[src/sv/ule_pkg.sv]
// ----------------------------------------------------------------------------
// ule_pkg
// Shared types, character codes and bit timing helpers for the line echo unit.
// ----------------------------------------------------------------------------
package ule_pkg;

  localparam int unsigned TICK_W = 16;

  localparam logic [TICK_W-1:0] BIT_TICKS_RESET = 16'd417;

  localparam logic [7:0] CH_CR   = 8'h0D;
  localparam logic [7:0] CH_LF   = 8'h0A;
  localparam logic [7:0] CH_BS   = 8'h08;
  localparam logic [7:0] CH_ZERO = 8'h00;

  localparam logic [2:0] RX_LAST_BIT  = 3'd7;
  localparam logic [3:0] TX_START_BIT = 4'd0;
  localparam logic [3:0] TX_LAST_DATA = 4'd8;
  localparam logic [3:0] TX_STOP_BIT  = 4'd9;

  typedef enum logic [1:0] {
    RX_IDLE,
    RX_START,
    RX_DATA,
    RX_STOP
  } rx_phase_e;

  typedef enum logic [1:0] {
    TX_IDLE,
    TX_TEXT,
    TX_LF,
    TX_BS
  } tx_phase_e;

  typedef struct packed {
    logic       valid;
    logic [7:0] value;
  } rx_byte_t;

  function automatic logic [TICK_W-1:0] full_bit(input logic [TICK_W-1:0] bt);
    return (bt == '0) ? TICK_W'(1) : bt;
  endfunction

  function automatic logic [TICK_W-1:0] half_bit(input logic [TICK_W-1:0] bt);
    logic [TICK_W-1:0] h;
    h = {1'b0, bt[TICK_W-1:1]};
    return (h == '0) ? TICK_W'(1) : h;
  endfunction

endpackage

[src/sv/uart_line_echo_unit.sv]
// ----------------------------------------------------------------------------
// uart_line_echo_unit
// Tick-driven 8N1 receiver that collects a line and echoes it back on TX.
// ----------------------------------------------------------------------------
//  channel | handshake                 | payload
//  --------+---------------------------+---------------------------------------
//  in      | in_valid_i / in_ready_o   | rx_level_i
//  out     | out_valid_o / out_ready_i | tx_level_o byte_valid_o byte_value_o
//          |                           | echo_busy_o
//  cfg     | cfg_valid_i / cfg_ready_o | bit_ticks_i
//
//  One item per clock while out is not stalled: an item is held in the input
//  register, and its receiver/transmitter step runs from there into the
//  output register. The pipeline only advances when the output register is
//  empty or being drained, so stalls on out hold both stages. Reset clears
//  all control state and sets bit_ticks to 417; the line memory needs no
//  clearing pass, a fill count bounds reads.
// ----------------------------------------------------------------------------
module uart_line_echo_unit import ule_pkg::*; #(
  parameter int unsigned LINE_CHARS = 80
) (
  input  logic              clk_i,
  input  logic              rst_ni,
  input  logic              in_valid_i,
  output logic              in_ready_o,
  input  logic              rx_level_i,
  output logic              out_valid_o,
  input  logic              out_ready_i,
  output logic              tx_level_o,
  output logic              byte_valid_o,
  output logic [7:0]        byte_value_o,
  output logic              echo_busy_o,
  input  logic              cfg_valid_i,
  output logic              cfg_ready_o,
  input  logic [TICK_W-1:0] bit_ticks_i
);

  localparam int unsigned CW = $clog2(LINE_CHARS + 1);
  localparam int unsigned AW = (LINE_CHARS > 1) ? $clog2(LINE_CHARS) : 1;

  logic [TICK_W-1:0] bit_ticks_q;
  logic              in_valid_q;
  logic              level_q;
  logic              out_valid_q;
  logic              tx_level_q;
  logic              byte_valid_q;
  logic [7:0]        byte_value_q;
  logic              echo_busy_q;

  logic              advance;
  logic [TICK_W-1:0] full_ticks;
  logic [TICK_W-1:0] half_ticks;
  rx_byte_t          rx_byte;
  logic              line_end;
  logic [CW-1:0]     echo_count;
  logic [7:0]        first_char;
  logic [7:0]        rd_data;
  logic [AW-1:0]     rd_addr;
  logic              busy;
  logic              tx_bit;
  logic              echo_done;

  assign advance     = in_valid_q && (!out_valid_q || out_ready_i);
  assign in_ready_o  = !in_valid_q || advance;
  assign cfg_ready_o = 1'b1;
  assign full_ticks  = full_bit(bit_ticks_q);
  assign half_ticks  = half_bit(bit_ticks_q);

  ule_rx u_rx (
    .clk_i      (clk_i),
    .rst_ni     (rst_ni),
    .en_i       (advance && !busy),
    .level_i    (level_q),
    .full_bit_i (full_ticks),
    .half_bit_i (half_ticks),
    .line_end_i (line_end),
    .byte_o     (rx_byte)
  );

  ule_line_store #(.LINE_CHARS(LINE_CHARS)) u_store (
    .clk_i        (clk_i),
    .rst_ni       (rst_ni),
    .byte_i       (rx_byte),
    .clear_i      (echo_done),
    .rd_addr_i    (rd_addr),
    .rd_data_o    (rd_data),
    .line_end_o   (line_end),
    .echo_count_o (echo_count),
    .first_char_o (first_char)
  );

  ule_tx #(.LINE_CHARS(LINE_CHARS)) u_tx (
    .clk_i        (clk_i),
    .rst_ni       (rst_ni),
    .en_i         (advance),
    .start_i      (line_end),
    .echo_count_i (echo_count),
    .first_char_i (first_char),
    .rd_data_i    (rd_data),
    .full_bit_i   (full_ticks),
    .rd_addr_o    (rd_addr),
    .busy_o       (busy),
    .tx_bit_o     (tx_bit),
    .done_o       (echo_done)
  );

  always_ff @(posedge clk_i or negedge rst_ni) begin
    if (!rst_ni) begin
      bit_ticks_q <= BIT_TICKS_RESET;
      in_valid_q  <= 1'b0;
      out_valid_q <= 1'b0;
    end else begin
      if (cfg_valid_i && cfg_ready_o) begin
        bit_ticks_q <= bit_ticks_i;
      end
      if (in_ready_o) begin
        in_valid_q <= in_valid_i;
      end
      if (advance) begin
        out_valid_q <= 1'b1;
      end else if (out_ready_i) begin
        out_valid_q <= 1'b0;
      end
    end
  end

  always_ff @(posedge clk_i) begin
    if (in_valid_i && in_ready_o) begin
      level_q <= rx_level_i;
    end
    if (advance) begin
      tx_level_q   <= tx_bit;
      byte_valid_q <= rx_byte.valid;
      byte_value_q <= rx_byte.value;
      echo_busy_q  <= busy;
    end
  end

  assign out_valid_o  = out_valid_q;
  assign tx_level_o   = tx_level_q;
  assign byte_valid_o = byte_valid_q;
  assign byte_value_o = byte_value_q;
  assign echo_busy_o  = echo_busy_q;

endmodule

[src/sv/ule_rx.sv]
// ----------------------------------------------------------------------------
// ule_rx
// Serial receiver: start detect, half-bit recheck, eight data bits LSB first.
// ----------------------------------------------------------------------------
module ule_rx import ule_pkg::*; (
  input  logic              clk_i,
  input  logic              rst_ni,
  input  logic              en_i,
  input  logic              level_i,
  input  logic [TICK_W-1:0] full_bit_i,
  input  logic [TICK_W-1:0] half_bit_i,
  input  logic              line_end_i,
  output rx_byte_t          byte_o
);

  rx_phase_e         phase_q, phase_d;
  logic [TICK_W-1:0] tick_q, tick_d;
  logic [2:0]        bit_q, bit_d;
  logic [7:0]        shift_q, shift_d;

  logic [TICK_W-1:0] tick_inc;
  logic [7:0]        shift_nxt;
  logic              bit_done;

  assign tick_inc  = tick_q + TICK_W'(1);
  assign shift_nxt = {level_i, shift_q[7:1]};
  assign bit_done  = (tick_inc >= full_bit_i);

  always_comb begin
    phase_d = phase_q;
    tick_d  = tick_q;
    bit_d   = bit_q;
    shift_d = shift_q;
    if (en_i) begin
      unique case (phase_q)
        RX_IDLE: begin
          if (!level_i) begin
            phase_d = RX_START;
            tick_d  = '0;
          end
        end
        RX_START: begin
          if (tick_inc >= half_bit_i) begin
            tick_d = '0;
            if (level_i) begin
              phase_d = RX_IDLE;
            end else begin
              phase_d = RX_DATA;
              bit_d   = '0;
              shift_d = '0;
            end
          end else begin
            tick_d = tick_inc;
          end
        end
        RX_DATA: begin
          if (bit_done) begin
            tick_d  = '0;
            shift_d = shift_nxt;
            bit_d   = bit_q + 3'd1;
            if (bit_q == RX_LAST_BIT) begin
              phase_d = line_end_i ? RX_IDLE : RX_STOP;
            end
          end else begin
            tick_d = tick_inc;
          end
        end
        RX_STOP: begin
          if (bit_done) begin
            tick_d  = '0;
            phase_d = RX_IDLE;
          end else begin
            tick_d = tick_inc;
          end
        end
        default: phase_d = RX_IDLE;
      endcase
    end
  end

  always_comb begin
    byte_o.valid = en_i && (phase_q == RX_DATA) && bit_done && (bit_q == RX_LAST_BIT);
    byte_o.value = byte_o.valid ? shift_nxt : CH_ZERO;
  end

  always_ff @(posedge clk_i or negedge rst_ni) begin
    if (!rst_ni) begin
      phase_q <= RX_IDLE;
      tick_q  <= '0;
      bit_q   <= '0;
      shift_q <= '0;
    end else begin
      phase_q <= phase_d;
      tick_q  <= tick_d;
      bit_q   <= bit_d;
      shift_q <= shift_d;
    end
  end

endmodule

[src/sv/ule_line_store.sv]
// ----------------------------------------------------------------------------
// ule_line_store
// Line memory with fill count, echo length tracking and a registered read port.
// ----------------------------------------------------------------------------
module ule_line_store import ule_pkg::*; #(
  parameter int unsigned LINE_CHARS = 80
) (
  input  logic                                 clk_i,
  input  logic                                 rst_ni,
  input  rx_byte_t                             byte_i,
  input  logic                                 clear_i,
  input  logic [(LINE_CHARS > 1 ? $clog2(LINE_CHARS) : 1)-1:0] rd_addr_i,
  output logic [7:0]                           rd_data_o,
  output logic                                 line_end_o,
  output logic [$clog2(LINE_CHARS+1)-1:0]      echo_count_o,
  output logic [7:0]                           first_char_o
);

  localparam int unsigned CW = $clog2(LINE_CHARS + 1);
  localparam int unsigned AW = (LINE_CHARS > 1) ? $clog2(LINE_CHARS) : 1;
  localparam logic [CW:0] LINE_MAX = (CW + 1)'(LINE_CHARS);

  logic [7:0]    mem [LINE_CHARS];
  logic [7:0]    rd_q;
  logic [CW-1:0] len_q, len_d;
  logic [CW-1:0] echo_q, echo_d;
  logic          zero_q, zero_d;
  logic [7:0]    first_q, first_d;

  logic          is_cr;
  logic          take;
  logic          wr_en;
  logic [CW:0]   len_inc;

  assign is_cr   = (byte_i.value == CH_CR);
  assign take    = byte_i.valid && !is_cr;
  assign len_inc = {1'b0, len_q} + (CW + 1)'(1);
  assign wr_en   = take && ({1'b0, len_q} < LINE_MAX);

  always_comb begin
    len_d   = len_q;
    echo_d  = echo_q;
    zero_d  = zero_q;
    first_d = first_q;
    if (clear_i) begin
      len_d  = '0;
      echo_d = '0;
      zero_d = 1'b0;
    end else if (take) begin
      len_d = len_inc[CW-1:0];
      if (byte_i.value == CH_ZERO) begin
        zero_d = 1'b1;
      end else if (!zero_q) begin
        echo_d = echo_q + CW'(1);
      end
      if (len_q == '0) begin
        first_d = byte_i.value;
      end
    end
  end

  assign line_end_o   = byte_i.valid && (is_cr || (len_inc >= LINE_MAX));
  assign echo_count_o = take ? echo_d : echo_q;
  assign first_char_o = take ? first_d : first_q;
  assign rd_data_o    = rd_q;

  always_ff @(posedge clk_i) begin
    if (wr_en) begin
      mem[len_q[AW-1:0]] <= byte_i.value;
    end
    rd_q <= mem[rd_addr_i];
  end

  always_ff @(posedge clk_i or negedge rst_ni) begin
    if (!rst_ni) begin
      len_q   <= '0;
      echo_q  <= '0;
      zero_q  <= 1'b0;
      first_q <= '0;
    end else begin
      len_q   <= len_d;
      echo_q  <= echo_d;
      zero_q  <= zero_d;
      first_q <= first_d;
    end
  end

endmodule

[src/sv/ule_tx.sv]
// ----------------------------------------------------------------------------
// ule_tx
// 8N1 transmitter sequencing the echo: text, line feed, then backspaces.
// ----------------------------------------------------------------------------
module ule_tx import ule_pkg::*; #(
  parameter int unsigned LINE_CHARS = 80
) (
  input  logic                                 clk_i,
  input  logic                                 rst_ni,
  input  logic                                 en_i,
  input  logic                                 start_i,
  input  logic [$clog2(LINE_CHARS+1)-1:0]      echo_count_i,
  input  logic [7:0]                           first_char_i,
  input  logic [7:0]                           rd_data_i,
  input  logic [TICK_W-1:0]                    full_bit_i,
  output logic [(LINE_CHARS > 1 ? $clog2(LINE_CHARS) : 1)-1:0] rd_addr_o,
  output logic                                 busy_o,
  output logic                                 tx_bit_o,
  output logic                                 done_o
);

  localparam int unsigned CW = $clog2(LINE_CHARS + 1);
  localparam logic [CW:0] LINE_MAX = (CW + 1)'(LINE_CHARS);

  tx_phase_e         phase_q, phase_d;
  logic [TICK_W-1:0] tick_q, tick_d;
  logic [3:0]        bit_q, bit_d;
  logic [7:0]        shift_q, shift_d;
  logic [CW-1:0]     idx_q, idx_d;
  logic [CW-1:0]     echo_q, echo_d;

  logic [TICK_W-1:0] tick_inc;
  logic [CW:0]       idx_inc;
  logic [CW:0]       echo_ext;
  logic [2:0]        data_sel;

  assign tick_inc = tick_q + TICK_W'(1);
  assign idx_inc  = {1'b0, idx_q} + (CW + 1)'(1);
  assign echo_ext = {1'b0, echo_q};
  assign data_sel = 3'(bit_q - 4'd1);

  assign rd_addr_o = (idx_inc < LINE_MAX) ? idx_inc[$bits(rd_addr_o)-1:0] : '0;

  always_comb begin
    phase_d = phase_q;
    tick_d  = tick_q;
    bit_d   = bit_q;
    shift_d = shift_q;
    idx_d   = idx_q;
    echo_d  = echo_q;
    done_o  = 1'b0;
    if (en_i) begin
      if (phase_q != TX_IDLE) begin
        if (tick_inc >= full_bit_i) begin
          tick_d = '0;
          bit_d  = bit_q + 4'd1;
          if (bit_q == TX_STOP_BIT) begin
            bit_d = TX_START_BIT;
            unique case (phase_q)
              TX_TEXT: begin
                if ((idx_inc >= echo_ext) || (idx_inc >= LINE_MAX)) begin
                  idx_d   = '0;
                  phase_d = TX_LF;
                  shift_d = CH_LF;
                end else begin
                  idx_d   = idx_inc[CW-1:0];
                  shift_d = rd_data_i;
                end
              end
              TX_LF: begin
                if (echo_q == '0) begin
                  done_o = 1'b1;
                end else begin
                  idx_d   = '0;
                  phase_d = TX_BS;
                  shift_d = CH_BS;
                end
              end
              TX_BS: begin
                if (idx_inc >= echo_ext) begin
                  done_o = 1'b1;
                end else begin
                  idx_d   = idx_inc[CW-1:0];
                  shift_d = CH_BS;
                end
              end
              default: phase_d = TX_IDLE;
            endcase
            if (done_o) begin
              phase_d = TX_IDLE;
              idx_d   = '0;
              shift_d = '0;
              echo_d  = '0;
            end
          end
        end else begin
          tick_d = tick_inc;
        end
      end else if (start_i) begin
        echo_d = echo_count_i;
        idx_d  = '0;
        bit_d  = TX_START_BIT;
        tick_d = '0;
        if (echo_count_i != '0) begin
          phase_d = TX_TEXT;
          shift_d = first_char_i;
        end else begin
          phase_d = TX_LF;
          shift_d = CH_LF;
        end
      end
    end
  end

  always_comb begin
    busy_o = (phase_q != TX_IDLE);
    priority if (!busy_o) begin
      tx_bit_o = 1'b1;
    end else if (bit_q == TX_START_BIT) begin
      tx_bit_o = 1'b0;
    end else if (bit_q <= TX_LAST_DATA) begin
      tx_bit_o = shift_q[data_sel];
    end else begin
      tx_bit_o = 1'b1;
    end
  end

  always_ff @(posedge clk_i or negedge rst_ni) begin
    if (!rst_ni) begin
      phase_q <= TX_IDLE;
      tick_q  <= '0;
      bit_q   <= '0;
      shift_q <= '0;
      idx_q   <= '0;
      echo_q  <= '0;
    end else begin
      phase_q <= phase_d;
      tick_q  <= tick_d;
      bit_q   <= bit_d;
      shift_q <= shift_d;
      idx_q   <= idx_d;
      echo_q  <= echo_d;
    end
  end

endmodule

[config.mk]
export PLATFORM = sky130hd
export DESIGN_NAME = uart_line_echo_unit
export DESIGN_NICKNAME = d
export VERILOG_FILES = /design/src/sv/ule_pkg.sv /design/src/sv/uart_line_echo_unit.sv /design/src/sv/ule_rx.sv /design/src/sv/ule_line_store.sv /design/src/sv/ule_tx.sv
export SDC_FILE = /design/constraint.sdc
export NUM_CORES = 1
export LEC_CHECK = 0
export BUFFER_PORTS_ARGS = -buffer_cell sky130_fd_sc_hd__buf_4
export CORE_UTILIZATION = 30
export CTS_CLUSTER_SIZE = 16
export DETAILED_ROUTE_END_ITERATION = 12
export PLACE_DENSITY_LB_ADDON = 0.25
export SYNTH_ARGS = -nofsm -noshare
export SYNTH_HDL_FRONTEND = slang
export SYNTH_HIERARCHICAL = 1
export SYNTH_SLANG_ARGS = --single-unit
export TNS_END_PERCENT = 10
[constraint.sdc]
create_clock -name clk_i -period 6.2 [get_ports clk_i]
set_clock_uncertainty 0.15 [all_clocks]
set_input_delay 0.62 -clock clk_i [delete_from_list [all_inputs] [get_ports clk_i]]
set_output_delay 0.62 -clock clk_i [all_outputs]
set_load 0.02 [all_outputs]
# Word-level counts from Yosys, hierarchy flattened
# Memories as Yosys holds them, arrays and structs flattened. A register that Yosys moved wholly into a read port is not among the register bits.
# Index checks and enable logic that the tools add are counted.
[totals]
memories = 1
input_bits = 22
elab_cells = 202
output_inout_bits = 14
ram_bits = 640
reg_bits = 126
[mem_list]
columns = ["memory", "depth", "width", "rd", "rd_ports_with_merged_regs", "write_ports", "line_no", "rtl"]
rows = [
  ["u_store.mem", 80, 8, 1, 1, 1, "ule_line_store.sv:23", "logic [7:0] mem [LINE_CHARS];"],
]
[op_classes]
order_cmp = 10
muxes = 97
addsub = 8
eq_ne = 23
n_reduce_logical = 41
[op_table]
columns = ["op", "count"]
rows = [
  ["two-way mux 7 bit", 21],
  ["two-way mux 8 bit", 17],
  ["two-way mux 16 bit", 7],
  ["one-hot mux 16 bit (3 select lines)", 1],
  ["adder 16 x 1 -> 16 bit (second input constant)", 2],
  [">= comparator 16 bit", 2],
  ["two-way mux 2 bit", 15],
  ["one-hot mux 8 bit (3 select lines)", 1],
  ["one-hot mux 7 bit (3 select lines)", 1],
  ["two-way mux 1 bit", 20],
  ["adder 7 x 1 -> 8 bit (second input constant)", 2],
  [">= comparator 16 x 15 -> 1 bit", 1],
  [">= comparator 8 x 7 -> 1 bit (second input constant)", 2],
  ["zero test 16 bit", 1],
  ["two-way mux 4 bit", 4],
  ["one-hot mux 8 bit (2 select lines)", 1],
  ["zero test 15 bit", 1],
  ["two-way mux 15 bit", 1],
  ["zero test 7 bit", 2],
  ["inequality test 2 x 1 -> 1 bit (second input constant)", 7],
  ["AND reduction 7 bit", 2],
  ["nonzero test 2 bit", 6],
  ["AND reduction 5 bit", 2],
  ["logical AND 1 bit", 9],
  ["35 further kinds", 51],
]

# Longest topological paths before layout
[logic_depth]
word_depth = 18
depth_mapped = 25
mapped_depth_nobuf = 23

# Cells and area by module
# Netlist, hierarchy kept.
[by_module_without_submodules]
columns = ["module", "area_each_um2", "seq_area_each_um2", "cells_per_inst", "n_inst"]
rows = [
  ["ule_line_store", 26281.5, 19954.1, 1246, 1],
  ["ule_tx", 3559.7, 1101.1, 387, 1],
  ["ule_rx", 2367.3, 700.7, 267, 1],
  ["uart_line_echo_unit", 1232.4, 815.8, 98, 1],
]

# Worst setup path after synthesis
# No wires, ideal clock.
[synth_timing]
path_type = "reg-to-reg"
start = "register bit_ticks_q[1]"
end = "register u_tx.shift_q[3]"
path_slack_ps = -415
t_arrival_ps = 6337
stages_incl_launch_ff = 21
cell_sequence = "dfrtp_1 -> or4_2 -> o41ai_1 -> ha_1 -> nand2b_1 -> a2111o_1 -> a21oi_1 -> o21ai_1 -> and4_1 -> clkbuf_1 -> and2_1 -> or4_1 -> buf_2 -> a211oi_1 -> nor4_1 -> xnor2_1 -> o21ai_0 -> nor4_1 -> a21oi_1 -> a222oi_1 -> mux2_1"
[synth_lines]
columns = ["element", "line_no", "rtl"]
rows = [
  ["start: declaration", "uart_line_echo_unit.sv:41", "logic [TICK_W-1:0] bit_ticks_q;"],
  ["start signal: assignment", "uart_line_echo_unit.sv:114", "bit_ticks_q <= bit_ticks_i;"],
  ["end signal: assignment", "ule_tx.sv:140", "shift_q <= shift_d;"],
  ["end: declaration", "ule_tx.sv:28", "logic [7:0] shift_q, shift_d;"],
]

==> metrics.md <==
| Metric | Value |
|---|---|
| VDD IR-drop max | 0.214 mV |
| Cell Area, Placed | 35700 µm² |
| Hold Crit Class | input port to flip-flop |
| Crit path to | u_tx/shift_q[3]$_DFFE_PN0P_ |
| Mapped cell area | 33400 µm² |
| Post-layout min period | 5.84 ns |
| CTS clk-pin slew, worst paths | 0.06 ns |
| Final hold violation count | 0 |
| HPWL after DPL | 51200 µm |
| First-pass GRT wire length | 121000 µm |
| Initial DRC count | 1284 |
| Post-route insts no fill | 3623 |
| CP max stage cell | or4_2 |
| Vias | 18.0k |
| Worst r2r dst | u_tx/shift_q[3]$_DFFE_PN0P_ |
| EDFF count, synth | 652 |
| Nets | 2165 |
| Synth area leaders | edfxtp_1, mux4_2, dfrtp_1 |
| DIE WIDTH | 336 µm |
| CP Capture Type | flip-flop |
| Num rows | 122 |
| Die area | 113000 µm² |
| Maximum clock rate | 171 MHz |
| Critical Path Stages | 22 |
| Later-pin clock latency in the skew report | 0.66 ns |
| Final setup vio count | 0 |
| DRT Wirelength | 80600 µm |
| # port buffers | 34 |
| Bufs and invs on worst path | 4 |
| Crit-path max cell delay | 0.73 ns |
| Worst Reg-to-Reg Cells | 22 |
| Share of the synthesized area in the top cell type | 58.5% |
| Mapped Avg Cell Area | 16.7 µm² |
| Worst-Margin Slew | 1.22 ns |
| Ys Warns | 6 |
| CP Launch Point | bit_ticks_q[1]$_DFFE_PN0P_ |
| Max clock buf depth | 3 |
| Crit share post-route | 94.2% |
| Top delay family on crit path | simple AND/OR/NAND/NOR gates |
| Critical-path maximum fanout | 9 |
| Filler cells | 10.5k |
| Fin. max-slew vios | 0 |
| Cell Pwr Density | 278 nW/µm² |
| Status | completed |
| Final Util | 34.8% |
| Rel. slew slack | 18.4% |
| Syn_nets | 2091 |
| Design area | 38400 µm² |
| Detailed-route DRC error count | 0 |
| Seq cells post-synth | 773 |
| Antenna violations before repair | 0 |
| Pre-CTS setup slack | -0.130 ns |
| DRT Pass-1 Iters | 5 |
| Via-to-Cell Ratio | 4.97 |
| Top FF cell, synth | edfxtp_1 |
| Cts bufs inserted | 80 |
| Asr flop ratio synth | 14.6% |
| Crit start category | flip-flop |
| Max-cap viol count | 0 |
| Most used cell, CP | buf_4 |
| Number of H-tree levels | 3 |
| TritonCTS clock tree | built |
| Ant. Diodes | 0 |
| Layout cells sized above 1 | 23.1% |
| Setup CP Type | flip-flop to flip-flop |
| Reg2Reg Setup Slack | 0.36 ns |
| DR WL/cell | 22.2 µm |
| Cells after Synth | 1998 |
| Sequential area share after synthesis | 67.5% |
| Synth area leader | edfxtp_1 |
| Static Leak | 11.8 nW |
| Core area | 111000 µm² |
| Area grow syn2layout | 15.0% |
| Critical Path, Cell by Cell | or4_2, o41ai_4, buf_4, ha_1, nand2b_1, a2111o_1, a21oi_2, o21ai_1, and4_4, buf_4, and2_4, or3_1, a211oi_2, buf_4, nor3_1, xnor2_1, o22ai_2, nor4_4, buf_4, a21oi_4, a222oi_1, mux2_1 |
| Vias in the first global route | 18.7k |
| WP data required | 6.64 ns |
| Post-synthesis cell type count | 97 |
| Largest net degree at the start of global routing | 84 |
| RSZ-0062 raised after global routing | false |
| Dpl cells | 3473 |
| GRT Util Overall | 14.4% |
| Die Y | 336 µm |
| Initial Util | 30.3% |
| CTS Root Buffer Type | clkbuf_16 |
| I/O pin count | 36 |
| Setup WS post-layout | 0.360 ns |
| GR Overflow Total | 0 |
| R2R Path Start | bit_ticks_q[1]$_DFFE_PN0P_ |
| WP data arrival | 6.28 ns |
| # clock sinks | 773 |
| Placer Congestion | 0.836 |
| ANT nets after route | 0 |
-- cells in the mapped netlist (14+ instances only) --
cell,number
mux2i_1,53
xor2_1,14
inv_1,90
xnor2_1,28
a31oi_1,15
nor2_1,130
a22oi_1,54
dfrtp_1,109
nand2_1,98
mux2_2,22
clkbuf_1,65
nand2b_1,15
edfxtp_1,652
nand3_1,30
nor2b_1,14
o21ai_0,31
nand4_1,21
and2_1,16
ha_1,71
mux4_2,170
buf_2,30
a21oi_1,34
-- worst min-delay path: stages --
cell,delay [ns]
buf_4,0.08
nand2_1,0.05
o21ai_0,0.07
-- stage by stage --
stage	total power, mW	TNS (ns)	hold WS (ns)
2_1_floorplan	5.90	0	0.174
3_3_place_gp	6.00	-0.0561	0.330
3_5_place_dp	6.00	-0.193	0.339
4_1_cts	10.8	0	0.0199
5_1_grt	11.0	0	0.0295
6_report	10.7	0	0.0631
-- what timing repair did --
| item | in CTS | in global routing |
|---|---|---|
| resized for setup | 2 | 16 |
| hold buffers | 2 | 0 |
| pin swaps | 0 | 5 |
| cloned | 0 | 1 |
| endpoints found under the hold margin | 52 | 0 |
| endpoints found under the setup margin | 9 | 261 |
| buffers inserted | 0 | 2 |
-- registers in the layout, indices dropped and copies added, names as in the netlist, 4 cells and up --
| register | count |
|---|---|
| u_rx/shift_q | 7 |
| u_store/rd_data_o | 8 |
| u_store/first_q | 8 |
| u_store/len_q | 7 |
| byte_value_o | 8 |
| u_store/mem | 640 |
| u_tx/bit_q | 4 |
| u_tx/shift_q | 8 |
| u_tx/idx_q | 7 |
| bit_ticks_q | 16 |
| u_rx/tick_q | 16 |
| u_store/echo_q | 7 |
| u_tx/tick_q | 16 |
| u_tx/echo_q | 7 |
-- cells in the final DEF (no fill, tap or decap), types with 11 or more instances in the layout --
cell type    n
edfxtp_1   652
mux4_2     170
nor2_1     127
dfrtp_1    109
buf_4      100
nand2_1     98
inv_1       90
clkbuf_16   82
ha_1        71
a22oi_1     54
mux2i_1     53
a21oi_1     32
nand3_1     30
xnor2_1     28
o21ai_0     26
mux2_2      22
nand4_1     21
nand2b_1    15
clkbuf_1    15
clkinv_2    15
clkinv_1    15
a31oi_1     15
xor2_1      14
a32o_1      13
nor2b_1     12
o211ai_1    11
mux2_4      11
nor3_1      11
-- layout make-up --
type / count / area (µm²) / share of cell area [%]
Tap cell: 1488 / 1860 / 4.84
Clock buffer: 97 / 2110 / 5.48
Timing Repair Buffer: 111 / 951 / 2.47
Multi-Input combinational cell: 1016 / 10100 / 26.3
Sequential cell: 773 / 22600 / 58.7
Inverter: 90 / 338 / 0.879
Clock inverter: 48 / 512 / 1.33
-- worst min-delay path by stage --
stage / from / to / cells after the start
after floorplan: rst_ni / bit_ticks_q[10]$_DFFE_PN0P_ / 0
after global placement: in_valid_q$_DFFE_PN0P_ / out_valid_o$_DFFE_PN0P_ / 2
after detailed placement: u_tx/shift_q[3]$_DFFE_PN0P_ / u_tx/shift_q[3]$_DFFE_PN0P_ / 1
after CTS: bit_ticks_i[4] / bit_ticks_q[4]$_DFFE_PN0P_ / 2
after global routing: bit_ticks_i[12] / bit_ticks_q[12]$_DFFE_PN0P_ / 2
final: bit_ticks_i[0] / bit_ticks_q[0]$_DFFE_PN1P_ / 3
-- layer usage --
| layer | share of wire (%) | track usage, % | up-vias |
|---|---|---|---|
| met1 | 45 | 19.6 | 9526 |
| met3 | 4.4 | 2.32 | 92 |
| li1 | - | - | 7992 |
| met2 | 49 | 23.9 | 413 |
| met5 | 0 | 0 | - |
| met4 | 2.0 | 3.51 | 0 |
-- report_power, final --
| part | switching (mW) | leakage (nW) | internal [mW] | total, mW |
|---|---|---|---|---|
| Combinational | 0.154 | 4.52 | 0.114 | 0.268 |
| Clock | 2.06 | 1.27 | 2.74 | 4.80 |
| Sequential | 0.0310 | 6.02 | 5.60 | 5.63 |
| Total | 2.25 | 11.8 | 8.45 | 10.7 |
-- kinds of logic after synthesis --
kind of cell	share of synthesized area, %
compound gates	5.49
buf+inv	2.69
simple gates	6.15
mux	14.4
xor+xnor	1.10
other cells	0.0225
flops	67.5
fa+ha+maj	2.69
Power figures use the tool's default switching activity.
